File: src/slu_pkg.sv
// Shared types and codes for the string literal unescaper.
package slu_pkg;

  // Input kinds (s_tuser)
  localparam logic [1:0] KIND_START = 2'd0;
  localparam logic [1:0] KIND_BYTE  = 2'd1;
  localparam logic [1:0] KIND_END   = 2'd2;

  // Result status codes (m_tuser)
  localparam logic [2:0] ST_BYTE      = 3'd0;
  localparam logic [2:0] ST_CLOSED    = 3'd1;
  localparam logic [2:0] ST_ENDED_OK  = 3'd2;
  localparam logic [2:0] ST_ILLEGAL   = 3'd3;
  localparam logic [2:0] ST_NEWLINE   = 3'd4;
  localparam logic [2:0] ST_UNEXP_END = 3'd5;

  // Configuration register indexes
  localparam logic CFG_QUOTE_BYTE     = 1'b0;
  localparam logic CFG_CLOSE_REQUIRED = 1'b1;

  // Decoder modes
  localparam logic [1:0] MODE_IDLE = 2'd0;
  localparam logic [1:0] MODE_BODY = 2'd1;
  localparam logic [1:0] MODE_ESC  = 2'd2;
  localparam logic [1:0] MODE_OCT  = 2'd3;

  typedef struct packed {
    logic [7:0] quote_byte;
    logic       close_required;
  } cfg_t;

  typedef struct packed {
    logic [2:0] status;
    logic [7:0] out_byte;
    logic       last;
  } result_t;

  // Outcome of one input item: up to two results plus the next state
  typedef struct packed {
    logic [1:0] count;
    result_t    res0;
    result_t    res1;
    logic [1:0] mode_next;
    logic [7:0] octal_next;
  } step_t;

endpackage

File: src/slu_step.sv
// Per-item decode logic: maps the current state and one input item to results.
module slu_step (
  input  logic [1:0]    mode,
  input  logic [7:0]    octal_value,
  input  logic [1:0]    kind,
  input  logic [7:0]    in_byte,
  input  slu_pkg::cfg_t cfg,
  output slu_pkg::step_t step
);
  import slu_pkg::*;

  typedef struct packed {
    logic       emit;
    result_t    res;
    logic [1:0] mode;
  } body_t;

  localparam logic [7:0] CH_ZERO  = 8'h30;
  localparam logic [7:0] CH_SEVEN = 8'h37;
  localparam logic [7:0] CH_UNDER = 8'h5F;
  localparam logic [7:0] CH_BSL   = 8'h5C;
  localparam logic [7:0] CH_NL    = 8'h0A;

  body_t      bt;
  logic       is_oct;
  logic       esc_ok;
  logic [7:0] esc_byte;
  logic       end_bad;

  assign is_oct  = (in_byte >= CH_ZERO) && (in_byte <= CH_SEVEN);
  assign end_bad = cfg.close_required;

  // Ordinary body byte; quote check wins over backslash
  always_comb begin
    bt = '0;
    bt.mode = MODE_BODY;
    priority if (in_byte == cfg.quote_byte) begin
      bt.emit = 1'b1;
      bt.res  = '{status: ST_CLOSED, out_byte: 8'h00, last: 1'b1};
      bt.mode = MODE_IDLE;
    end else if (in_byte == CH_BSL) begin
      bt.mode = MODE_ESC;
    end else if (in_byte == CH_NL && cfg.close_required) begin
      bt.emit = 1'b1;
      bt.res  = '{status: ST_NEWLINE, out_byte: 8'h00, last: 1'b1};
      bt.mode = MODE_IDLE;
    end else begin
      bt.emit = 1'b1;
      bt.res  = '{status: ST_BYTE, out_byte: in_byte, last: 1'b0};
    end
  end

  // Single-character escapes
  always_comb begin
    esc_ok   = 1'b1;
    esc_byte = in_byte;
    unique case (in_byte)
      8'h6E:   esc_byte = 8'h0A;  // n
      8'h72:   esc_byte = 8'h0D;  // r
      8'h62:   esc_byte = 8'h08;  // b
      8'h74:   esc_byte = 8'h09;  // t
      8'h66:   esc_byte = 8'h0C;  // f
      8'h27, 8'h22, 8'h5C, 8'h2F: esc_byte = in_byte;
      default: esc_ok = 1'b0;
    endcase
  end

  // State update and result selection
  always_comb begin
    step = '0;
    step.mode_next  = mode;
    step.octal_next = octal_value;
    priority if (kind == KIND_START) begin
      step.mode_next  = MODE_BODY;
      step.octal_next = 8'h00;
    end else if (kind == KIND_BYTE && mode != MODE_IDLE) begin
      unique case (mode)
        MODE_BODY: begin
          step.count     = {1'b0, bt.emit};
          step.res0      = bt.res;
          step.mode_next = bt.mode;
        end
        MODE_ESC: begin
          priority if (is_oct) begin
            step.octal_next = in_byte - CH_ZERO;
            step.mode_next  = MODE_OCT;
          end else if (in_byte == CH_NL) begin
            // continuation: newline is dropped
            step.mode_next = MODE_BODY;
          end else if (esc_ok) begin
            step.count     = 2'd1;
            step.res0      = '{status: ST_BYTE, out_byte: esc_byte, last: 1'b0};
            step.mode_next = MODE_BODY;
          end else begin
            step.count     = 2'd1;
            step.res0      = '{status: ST_ILLEGAL, out_byte: 8'h00, last: 1'b1};
            step.mode_next = MODE_IDLE;
          end
        end
        MODE_OCT: begin
          priority if (in_byte == CH_UNDER) begin
            step.count = 2'd0;
          end else if (is_oct) begin
            step.octal_next = {octal_value[4:0], in_byte[2:0]};
          end else begin
            // flush the octal byte, then decode this byte as body
            step.count      = bt.emit ? 2'd2 : 2'd1;
            step.res0       = '{status: ST_BYTE, out_byte: octal_value, last: 1'b0};
            step.res1       = bt.res;
            step.octal_next = 8'h00;
            step.mode_next  = bt.mode;
          end
        end
        default: step.mode_next = MODE_IDLE;
      endcase
    end else if (kind == KIND_END && mode != MODE_IDLE) begin
      step.mode_next = MODE_IDLE;
      unique case (mode)
        MODE_BODY: begin
          step.count = 2'd1;
          step.res0  = '{status: end_bad ? ST_UNEXP_END : ST_ENDED_OK,
                         out_byte: 8'h00, last: 1'b1};
        end
        MODE_ESC: begin
          step.count = 2'd1;
          step.res0  = '{status: ST_UNEXP_END, out_byte: 8'h00, last: 1'b1};
        end
        MODE_OCT: begin
          step.count      = 2'd2;
          step.res0       = '{status: ST_BYTE, out_byte: octal_value, last: 1'b0};
          step.res1       = '{status: end_bad ? ST_UNEXP_END : ST_ENDED_OK,
                              out_byte: 8'h00, last: 1'b1};
          step.octal_next = 8'h00;
        end
        default: step.count = 2'd0;
      endcase
    end
  end

endmodule

File: src/slu_out_fifo.sv
// Four-entry result queue taking up to two results per cycle.
module slu_out_fifo (
  input  logic             clk,
  input  logic             rst,
  input  logic [1:0]       push_count,
  input  slu_pkg::result_t push0,
  input  slu_pkg::result_t push1,
  output logic             room2,
  output logic             head_valid,
  output slu_pkg::result_t head,
  input  logic             pop
);
  import slu_pkg::*;

  result_t    mem [4];
  logic [1:0] wr_ptr;
  logic [1:0] rd_ptr;
  logic [2:0] count;
  logic       do_pop;

  assign head_valid = (count != 3'd0);
  assign head       = mem[rd_ptr];
  assign do_pop     = pop && head_valid;
  assign room2      = (count <= 3'd2);

  // Storage writes
  always_ff @(posedge clk) begin
    if (push_count != 2'd0) begin
      mem[wr_ptr] <= push0;
    end
    if (push_count == 2'd2) begin
      mem[wr_ptr + 2'd1] <= push1;
    end
  end

  // Pointers and fill count
  always_ff @(posedge clk) begin
    if (rst) begin
      wr_ptr <= 2'd0;
      rd_ptr <= 2'd0;
      count  <= 3'd0;
    end else begin
      wr_ptr <= wr_ptr + push_count;
      rd_ptr <= rd_ptr + {1'b0, do_pop};
      count  <= count + {1'b0, push_count} - {2'b00, do_pop};
    end
  end

endmodule

File: src/string_literal_unescaper_core.sv
// Top level of the string literal unescaper.
//
//  channel | handshake                  | payload
//  --------+----------------------------+----------------------------------
//  in      | s_tvalid / s_tready        | s_tdata: in_byte; s_tuser: kind
//  out     | m_tvalid / m_tready        | m_tdata: out_byte; m_tuser: status;
//          |                            | m_tlast: last
//  cfg     | cfg_we                     | cfg_index, cfg_data
//
// One input item per cycle while s_tready is high. Each accepted item is
// decoded in the cycle of its transfer and its zero to two results go into
// a four-entry result queue; s_tready drops only when the queue has room
// for fewer than two results; the two results of one item leave in order.
// Reset (synchronous, rst high) empties the queue, puts the decoder in idle
// and loads quote_byte 34 and close_required 1.
module string_literal_unescaper_core (
  input  logic       clk,
  input  logic       rst,
  input  logic       s_tvalid,
  output logic       s_tready,
  input  logic [7:0] s_tdata,   // [7:0] in_byte
  input  logic [1:0] s_tuser,   // [1:0] kind
  output logic       m_tvalid,
  input  logic       m_tready,
  output logic [7:0] m_tdata,   // [7:0] out_byte
  output logic [2:0] m_tuser,   // [2:0] status
  output logic       m_tlast,
  input  logic       cfg_we,
  input  logic       cfg_index,
  input  logic [7:0] cfg_data
);
  import slu_pkg::*;

  cfg_t       cfg;
  logic [1:0] mode;
  logic [7:0] octal_value;
  step_t      step;
  logic       in_xfer;
  logic       room2;
  result_t    head;

  assign s_tready = room2;
  assign in_xfer  = s_tvalid && s_tready;

  // Configuration registers
  always_ff @(posedge clk) begin
    if (rst) begin
      cfg.quote_byte     <= 8'd34;
      cfg.close_required <= 1'b1;
    end else if (cfg_we) begin
      unique case (cfg_index)
        CFG_QUOTE_BYTE:     cfg.quote_byte     <= cfg_data;
        CFG_CLOSE_REQUIRED: cfg.close_required <= cfg_data[0];
        default:            cfg.quote_byte     <= cfg.quote_byte;
      endcase
    end
  end

  slu_step u_step (
    .mode        (mode),
    .octal_value (octal_value),
    .kind        (s_tuser),
    .in_byte     (s_tdata),
    .cfg         (cfg),
    .step        (step)
  );

  // Decoder state
  always_ff @(posedge clk) begin
    if (rst) begin
      mode        <= MODE_IDLE;
      octal_value <= 8'h00;
    end else if (in_xfer) begin
      mode        <= step.mode_next;
      octal_value <= step.octal_next;
    end
  end

  slu_out_fifo u_fifo (
    .clk        (clk),
    .rst        (rst),
    .push_count (in_xfer ? step.count : 2'd0),
    .push0      (step.res0),
    .push1      (step.res1),
    .room2      (room2),
    .head_valid (m_tvalid),
    .head       (head),
    .pop        (m_tready)
  );

  assign m_tdata = head.out_byte;
  assign m_tuser = head.status;
  assign m_tlast = head.last;

endmodule
File: config.mk
export PLATFORM = sky130hd
export DESIGN_NAME = string_literal_unescaper_core
export DESIGN_NICKNAME = d
export VERILOG_FILES = /design/src/slu_pkg.sv /design/src/slu_step.sv /design/src/slu_out_fifo.sv /design/src/string_literal_unescaper_core.sv
export SDC_FILE = /design/constraint.sdc
export NUM_CORES = 1
export LEC_CHECK = 0
export ABC_AREA = 1
export BUFFER_PORTS_ARGS = -buffer_cell sky130_fd_sc_hd__buf_2
export CORE_ASPECT_RATIO = 1.5
export CORE_MARGIN = 3
export CORE_UTILIZATION = 48
export DETAILED_ROUTE_END_ITERATION = 8
export HOLD_SLACK_MARGIN = 0.1
export PLACE_DENSITY = 0.73
export SLEW_MARGIN = 20
export SYNTH_ARGS = -nofsm -noshare
export SYNTH_HDL_FRONTEND = slang
export SYNTH_SLANG_ARGS = --single-unit
File: constraint.sdc
create_clock -name clk -period 4.5 [get_ports clk]
set_input_delay 0.9 -clock clk [delete_from_list [all_inputs] [get_ports clk]]
set_output_delay 0.9 -clock clk [all_outputs]
set_load 0.03 [all_outputs]
Word level (Yosys, flattened, before mapping). Memory sizes are Yosys's and may differ from the RTL's. A register that Yosys moved wholly into a read port is not among the register bits. Index checks and enable logic that the tools add are counted.

Logic and storage cells: 96. Bits in registers: 26. Bits in writable memories: 48. Memories kept: 1.

Memories: u_fifo.mem (depth 4, bits a word 12, read ports 1, clocked after Yosys merged registers in 1, wr ports 2, line slu_out_fifo.sv:15) `result_t mem [4];`.

Add/subtract/negate cells: 6. Order comparisons: 3. Multiplexer cells: 38. Bitwise operators: 1. Reductions and logical operators: 19. Eq/ne operators: 21.

Operators by type and width (number): $mux 36 (2); $eq 8x7->1 const B (7); $pmux 14 s3 (1); $pmux 8 s5 (1); $mux 12 (3); $pmux 12 s3 (1); $mux 34 (1); $mux 28 (1); $mux 13 (2); $mux 26 (1); $eq 8x6->1 const B (3); $mux 8 (3); $pmux 8 s2 (1); $mux 15 (1); $mux 14 (1); $mux 2 (7); $reduce_bool 3->1 (4); $mux 11 (1); $mux 10 (1); $reduce_or 9->1 (1); $eq 2x2->1 const B (4); $eq 8x4->1 const B (1); $eq 8x8->1 (1); $ge 8x6->1 const B (1); 24 further kinds (38).

Longest topological paths before layout.
Depth after elaboration: 15. Mapped depth: 19. Depth with buffers taken out: 18.

Modules after synthesis. A second synthesis with hierarchy kept.

Cells, all modules: 730. Area total of the unflattened synthesis: 5556.6 um^2.

Modules (own cells, without submodules): slu_out_fifo (instances 1, area an instance 3026.7 um^2, cells an instance 290, sequential area each 1581.5 um^2); slu_step (instances 1, area an instance 1719.1 um^2, cells an instance 336, sequential area each 0.0 um^2); string_literal_unescaper_core (instances 1, area an instance 810.8 um^2, cells an instance 104, sequential area each 380.4 um^2).

Worst setup path before layout. No wires, ideal clock.

Kind: input port to flip-flop. Start point: input port s_tdata[5]. End point: register u_fifo.count[2]. Slack: 1.281 ns. Buffers on the path: 1. Library setup time: 0.128 ns. Arrival time: 3.092 ns. Stages on the path: 19. Cell sequence: inv_1 ha_1 nand3_1 inv_1 nand2_2 nand2_2 nor2_4 nand3_1 nand3_2 nand2_4 buf_2 ha_1 inv_1 ha_1 inv_1 fa_1 xor2_1 inv_1 nor2_1.

Cells in the longest elaborated chain, start to end: 12.

Ends and longest elaborated chain: start, declared (line string_literal_unescaper_core.sv:21) `input logic [7:0] s_tdata,`; $eq 8x7->1 (line slu_step.sv:41) `end else if (in_byte == CH_BSL) begin`; $mux 13 (line slu_step.sv:41); $mux 15 (line slu_step.sv:37) `priority if (in_byte == cfg.quote_byte) begin`; $mux 2 (line slu_step.sv:107) `step.count = bt.emit ? 2'd2 : 2'd1;`; $mux 28 (line slu_step.sv:103) `end else if (is_oct) begin`; $mux 2 (line slu_step.sv:101) `priority if (in_byte == CH_UNDER) begin`; $pmux 14 s3 (*) (line slu_step.sv:77) `unique case (mode)`; $mux 36 (*) (line slu_step.sv:76) `end else if (kind == KIND_BYTE && mode != MODE_IDLE) begin`; $mux 26 (*) (line slu_step.sv:73) `priority if (kind == KIND_START) begin`; $mux 2 (*) (line string_literal_unescaper_core.sv:82) `.push_count (in_xfer ? step.count : 2'd0),`; $add 3x2->3 (*) (line slu_out_fifo.sv:45) `count <= count + {1'b0, push_count} - {2'b00, do_pop};`; $sub 3x1->3 (*) (line slu_out_fifo.sv:45); end signal, assigned (line slu_out_fifo.sv:45); end, declared (line slu_out_fifo.sv:18) `logic [2:0] count;`.

Mark *: on every way between the ends. The rest lies on a longest branch, timed or not. The select of a mux whose other input is x is not followed. A chain may end at the register's enable or synchronous reset.

==> flow_summary.toml <==
[setup_path]
critPathMaxStageDelay_ns = 0.58
cp_slowest_cell = "nand2_1"
crit_buf_inv = 5
crit_path_cell_trace = "buf_2 > inv_1 > ha_1 > nand3_1 > inv_1 > nand3_1 > inv_1 > nand2_1 > nand2_1 > nand3_2 > nand2_4 > buf_4 > nand3_1 > nand2_1"
arrival_ns = 3.58
crit_start = "s_tdata[5]"
crit_path_start_kind = "input port"
critPathCaptureType = "flip-flop"
critical_path.max_fanout = 54
reg2reg_from = "mode[0]"
path_delay_family = "simple AND/OR/NAND/NOR gates"
crit_type = "in -> reg"
crit_required_ns = 4.48

[logic_synthesis]
synth_fp_nets = 710
yosysUniqueCellTypes = 35
netlist_area_mm2 = 0.004882
synth_edf_count = 48
syn-instance-count = 671
synth-async-reset-ratio = 0
yosysWarningCount = 0
synth_flop_cell = "edfxtp_1"
yosysSeqAreaShare = 0.4018
ys_ff_latch = 74
syn_area_per_cell_um2 = 7.276

[detailed_routing]
wl_um = 13390
drt-met1-wl_um = 5173
viasPerCell = 5.713
highest_layer = "met4"
ant_nets = 0
firstDrtPassIters = 5
drt_iter0_markers = 436
dr_wl_met3_um = 678
route.vias.total = 4616
drc = 0
wl_met2_um = 6940
wl_per_cell_um = 16.57

[global_routing]
antenna_found_initial = 0
grt_pass1_vias = 4471
grt_first_pass_wirelength_um = 21800
track_usage = 0.2495
grt-ovfl-total = 0
grt_max_degree = 55

[power]
irDropWorstVdd_uv = 222.8
p_per_area_mw_per_mm2 = 414.3
p_leak_nw = 2.556

[floorplan]
start_util = 0.4982
die_y_um = 129.5
fp.dieW_um = 88.35
rows = 44
core-area_mm2 = 0.009799
die-area_mm2 = 0.01144
io_pins = 38

[placement]
dp_cells = 792
place_hpwl_um = 10470
place.gp.congestion = 0.9794
port_buffers = 37

[clock_tree]
cts-root-buf = "clkbuf_16"
cts_resized = 0
cts_buffers = 9
cts_tree = "done"
cts_hold_buf = 0
clockBufferDepth = 2
clk_latency_ns = 0.34
cts_setup_buffers = 0
htreeDepth = 3
path_clk_slew_ns = 0.06
clock_sinks = 74

[finish]
area_growth_pct = 10.94
drive_gt1_frac = 0.1025
utilization = 0.5527
layout_common_cells = "193 x nand2_1, 70 x nor2_1, 59 x inv_1"
nets = 727
final_common_cell = "nand2_1"
fin_cells = 808
antenna_cells = 0

[sta]
fin_crit_ns = 3.607
worstMarginPinSlew_ns = 0.9351
timing.slew.headroom = 0.3743
hold_violations = 0
report.final.setup_viol = 0
slew_viol_final = 0
fin_skew_ns = 0.01045
fin_crit_sh = 0.8015
fin_tns_setup_ns = 0
rsz0062_at_grt = "false"
max_freq_mhz = 277.3

[worst_hold_path]
hp-class = "reg -> reg"
min_from = "cfg[7]"

[flow_run]
cap_viol_max_count = 0

[run_status]
outcome = "finished, final reports clean"
[path summary, 6_finish.rpt]
check,slack (ns),endpoint,cells after the start
setup / recovery,0.89,u_fifo.mem[3][6],14
hold / removal,0.47,cfg[7],2
setup reg to reg,1.04,u_fifo.mem[3][6],12
hold reg to reg,0.47,cfg[7],2
[layout make-up]
class,count,area (um^2)
clock inverters,6,137.6
multi-input cells,501,2500
repair buffers,41,215.2
inverters,61,229.0
fillers,972,4383
clock buffers,10,229.0
flip-flops and latches,74,1962
well taps,115,143.9
[synth_stat cells (3+ instances only)]
master    number  share of area
nor3_1        10          0.010
buf_2          8         0.0082
buf_4          7          0.011
nand2_2        5         0.0064
a21oi_1       36          0.037
nand2_1      193           0.15
nand4_1       51          0.065
clkbuf_1      16          0.012
o211ai_1       6         0.0092
xnor2_1        6          0.011
nor2_2         3         0.0038
buf_6          3         0.0069
nand3_1       34          0.035
nor2_1        70          0.054
o22ai_1       12          0.015
dfxtp_1       26           0.11
o21ai_0       46          0.047
edfxtp_1      48           0.30
ha_1          14          0.036
inv_1         59          0.045
[power by group]
part           switching, mW  internal [mW]
Combinational          0.378          0.166
Clock                  0.295          0.601
Sequential            0.0552          0.748
Total                  0.729           1.52
[metal layers]
metal | vias to the layer above | global-route usage
met2 | 206 | 0.4381
met5 | - | 0
met4 | 0 | 0.1281
met1 | 2061 | 0.2814
li1 | 2306 | -
met3 | 43 | 0.04898
[through the flow]
step	hold slack (ns)	total power, mW	area [um^2]	setup WS [ns]
6_report	0.4684	2.244	5416	0.8934
5_1_grt	0.5132	2.344	5416	0.5853
4_1_cts	0.4700	2.261	5416	0.9345
3_5_place_dp	0.4591	1.363	5050	0.5810
3_3_place_gp	0.4653	1.352	5050	0.6905
2_1_floorplan	0.4440	1.207	4882	1.281
[sequential cells by signal, summed over array words and instances, names as in the netlist]
| register | cells |
|---|---|
| mode | 2 |
| octal_value | 8 |
| u_fifo.mem | 48 |
| cfg | 9 |
| u_fifo.count | 3 |
| u_fifo.rd_ptr | 2 |
| u_fifo.wr_ptr | 2 |
[worst register-to-register path: stages, from the launching register on]
cell     delay [ns]
dfxtp_1        0.45
inv_1          0.10
ha_1           0.20
inv_1          0.11
nand2_2        0.22
inv_1          0.23
nand2_1        0.10
inv_1          0.08
nand3_2        0.09
nand2_4        0.06
buf_4          0.39
nand3_1        0.46
nand2_1        0.59
[cell families (layout without fill, tap and decap cells)]
group	after synthesis	in the layout	share of synthesized area
flip-flops	74	74	0.4018
AO/OA/AOI/OAI	108	108	0.1238
XOR/XNOR	8	8	0.01435
AND/OR/NAND/NOR	370	370	0.3339
buffers and inverters	96	118	0.08611
adder cells (fa/ha/maj)	15	15	0.03998
No activity file was read; power rests on OpenSTA's default activity.
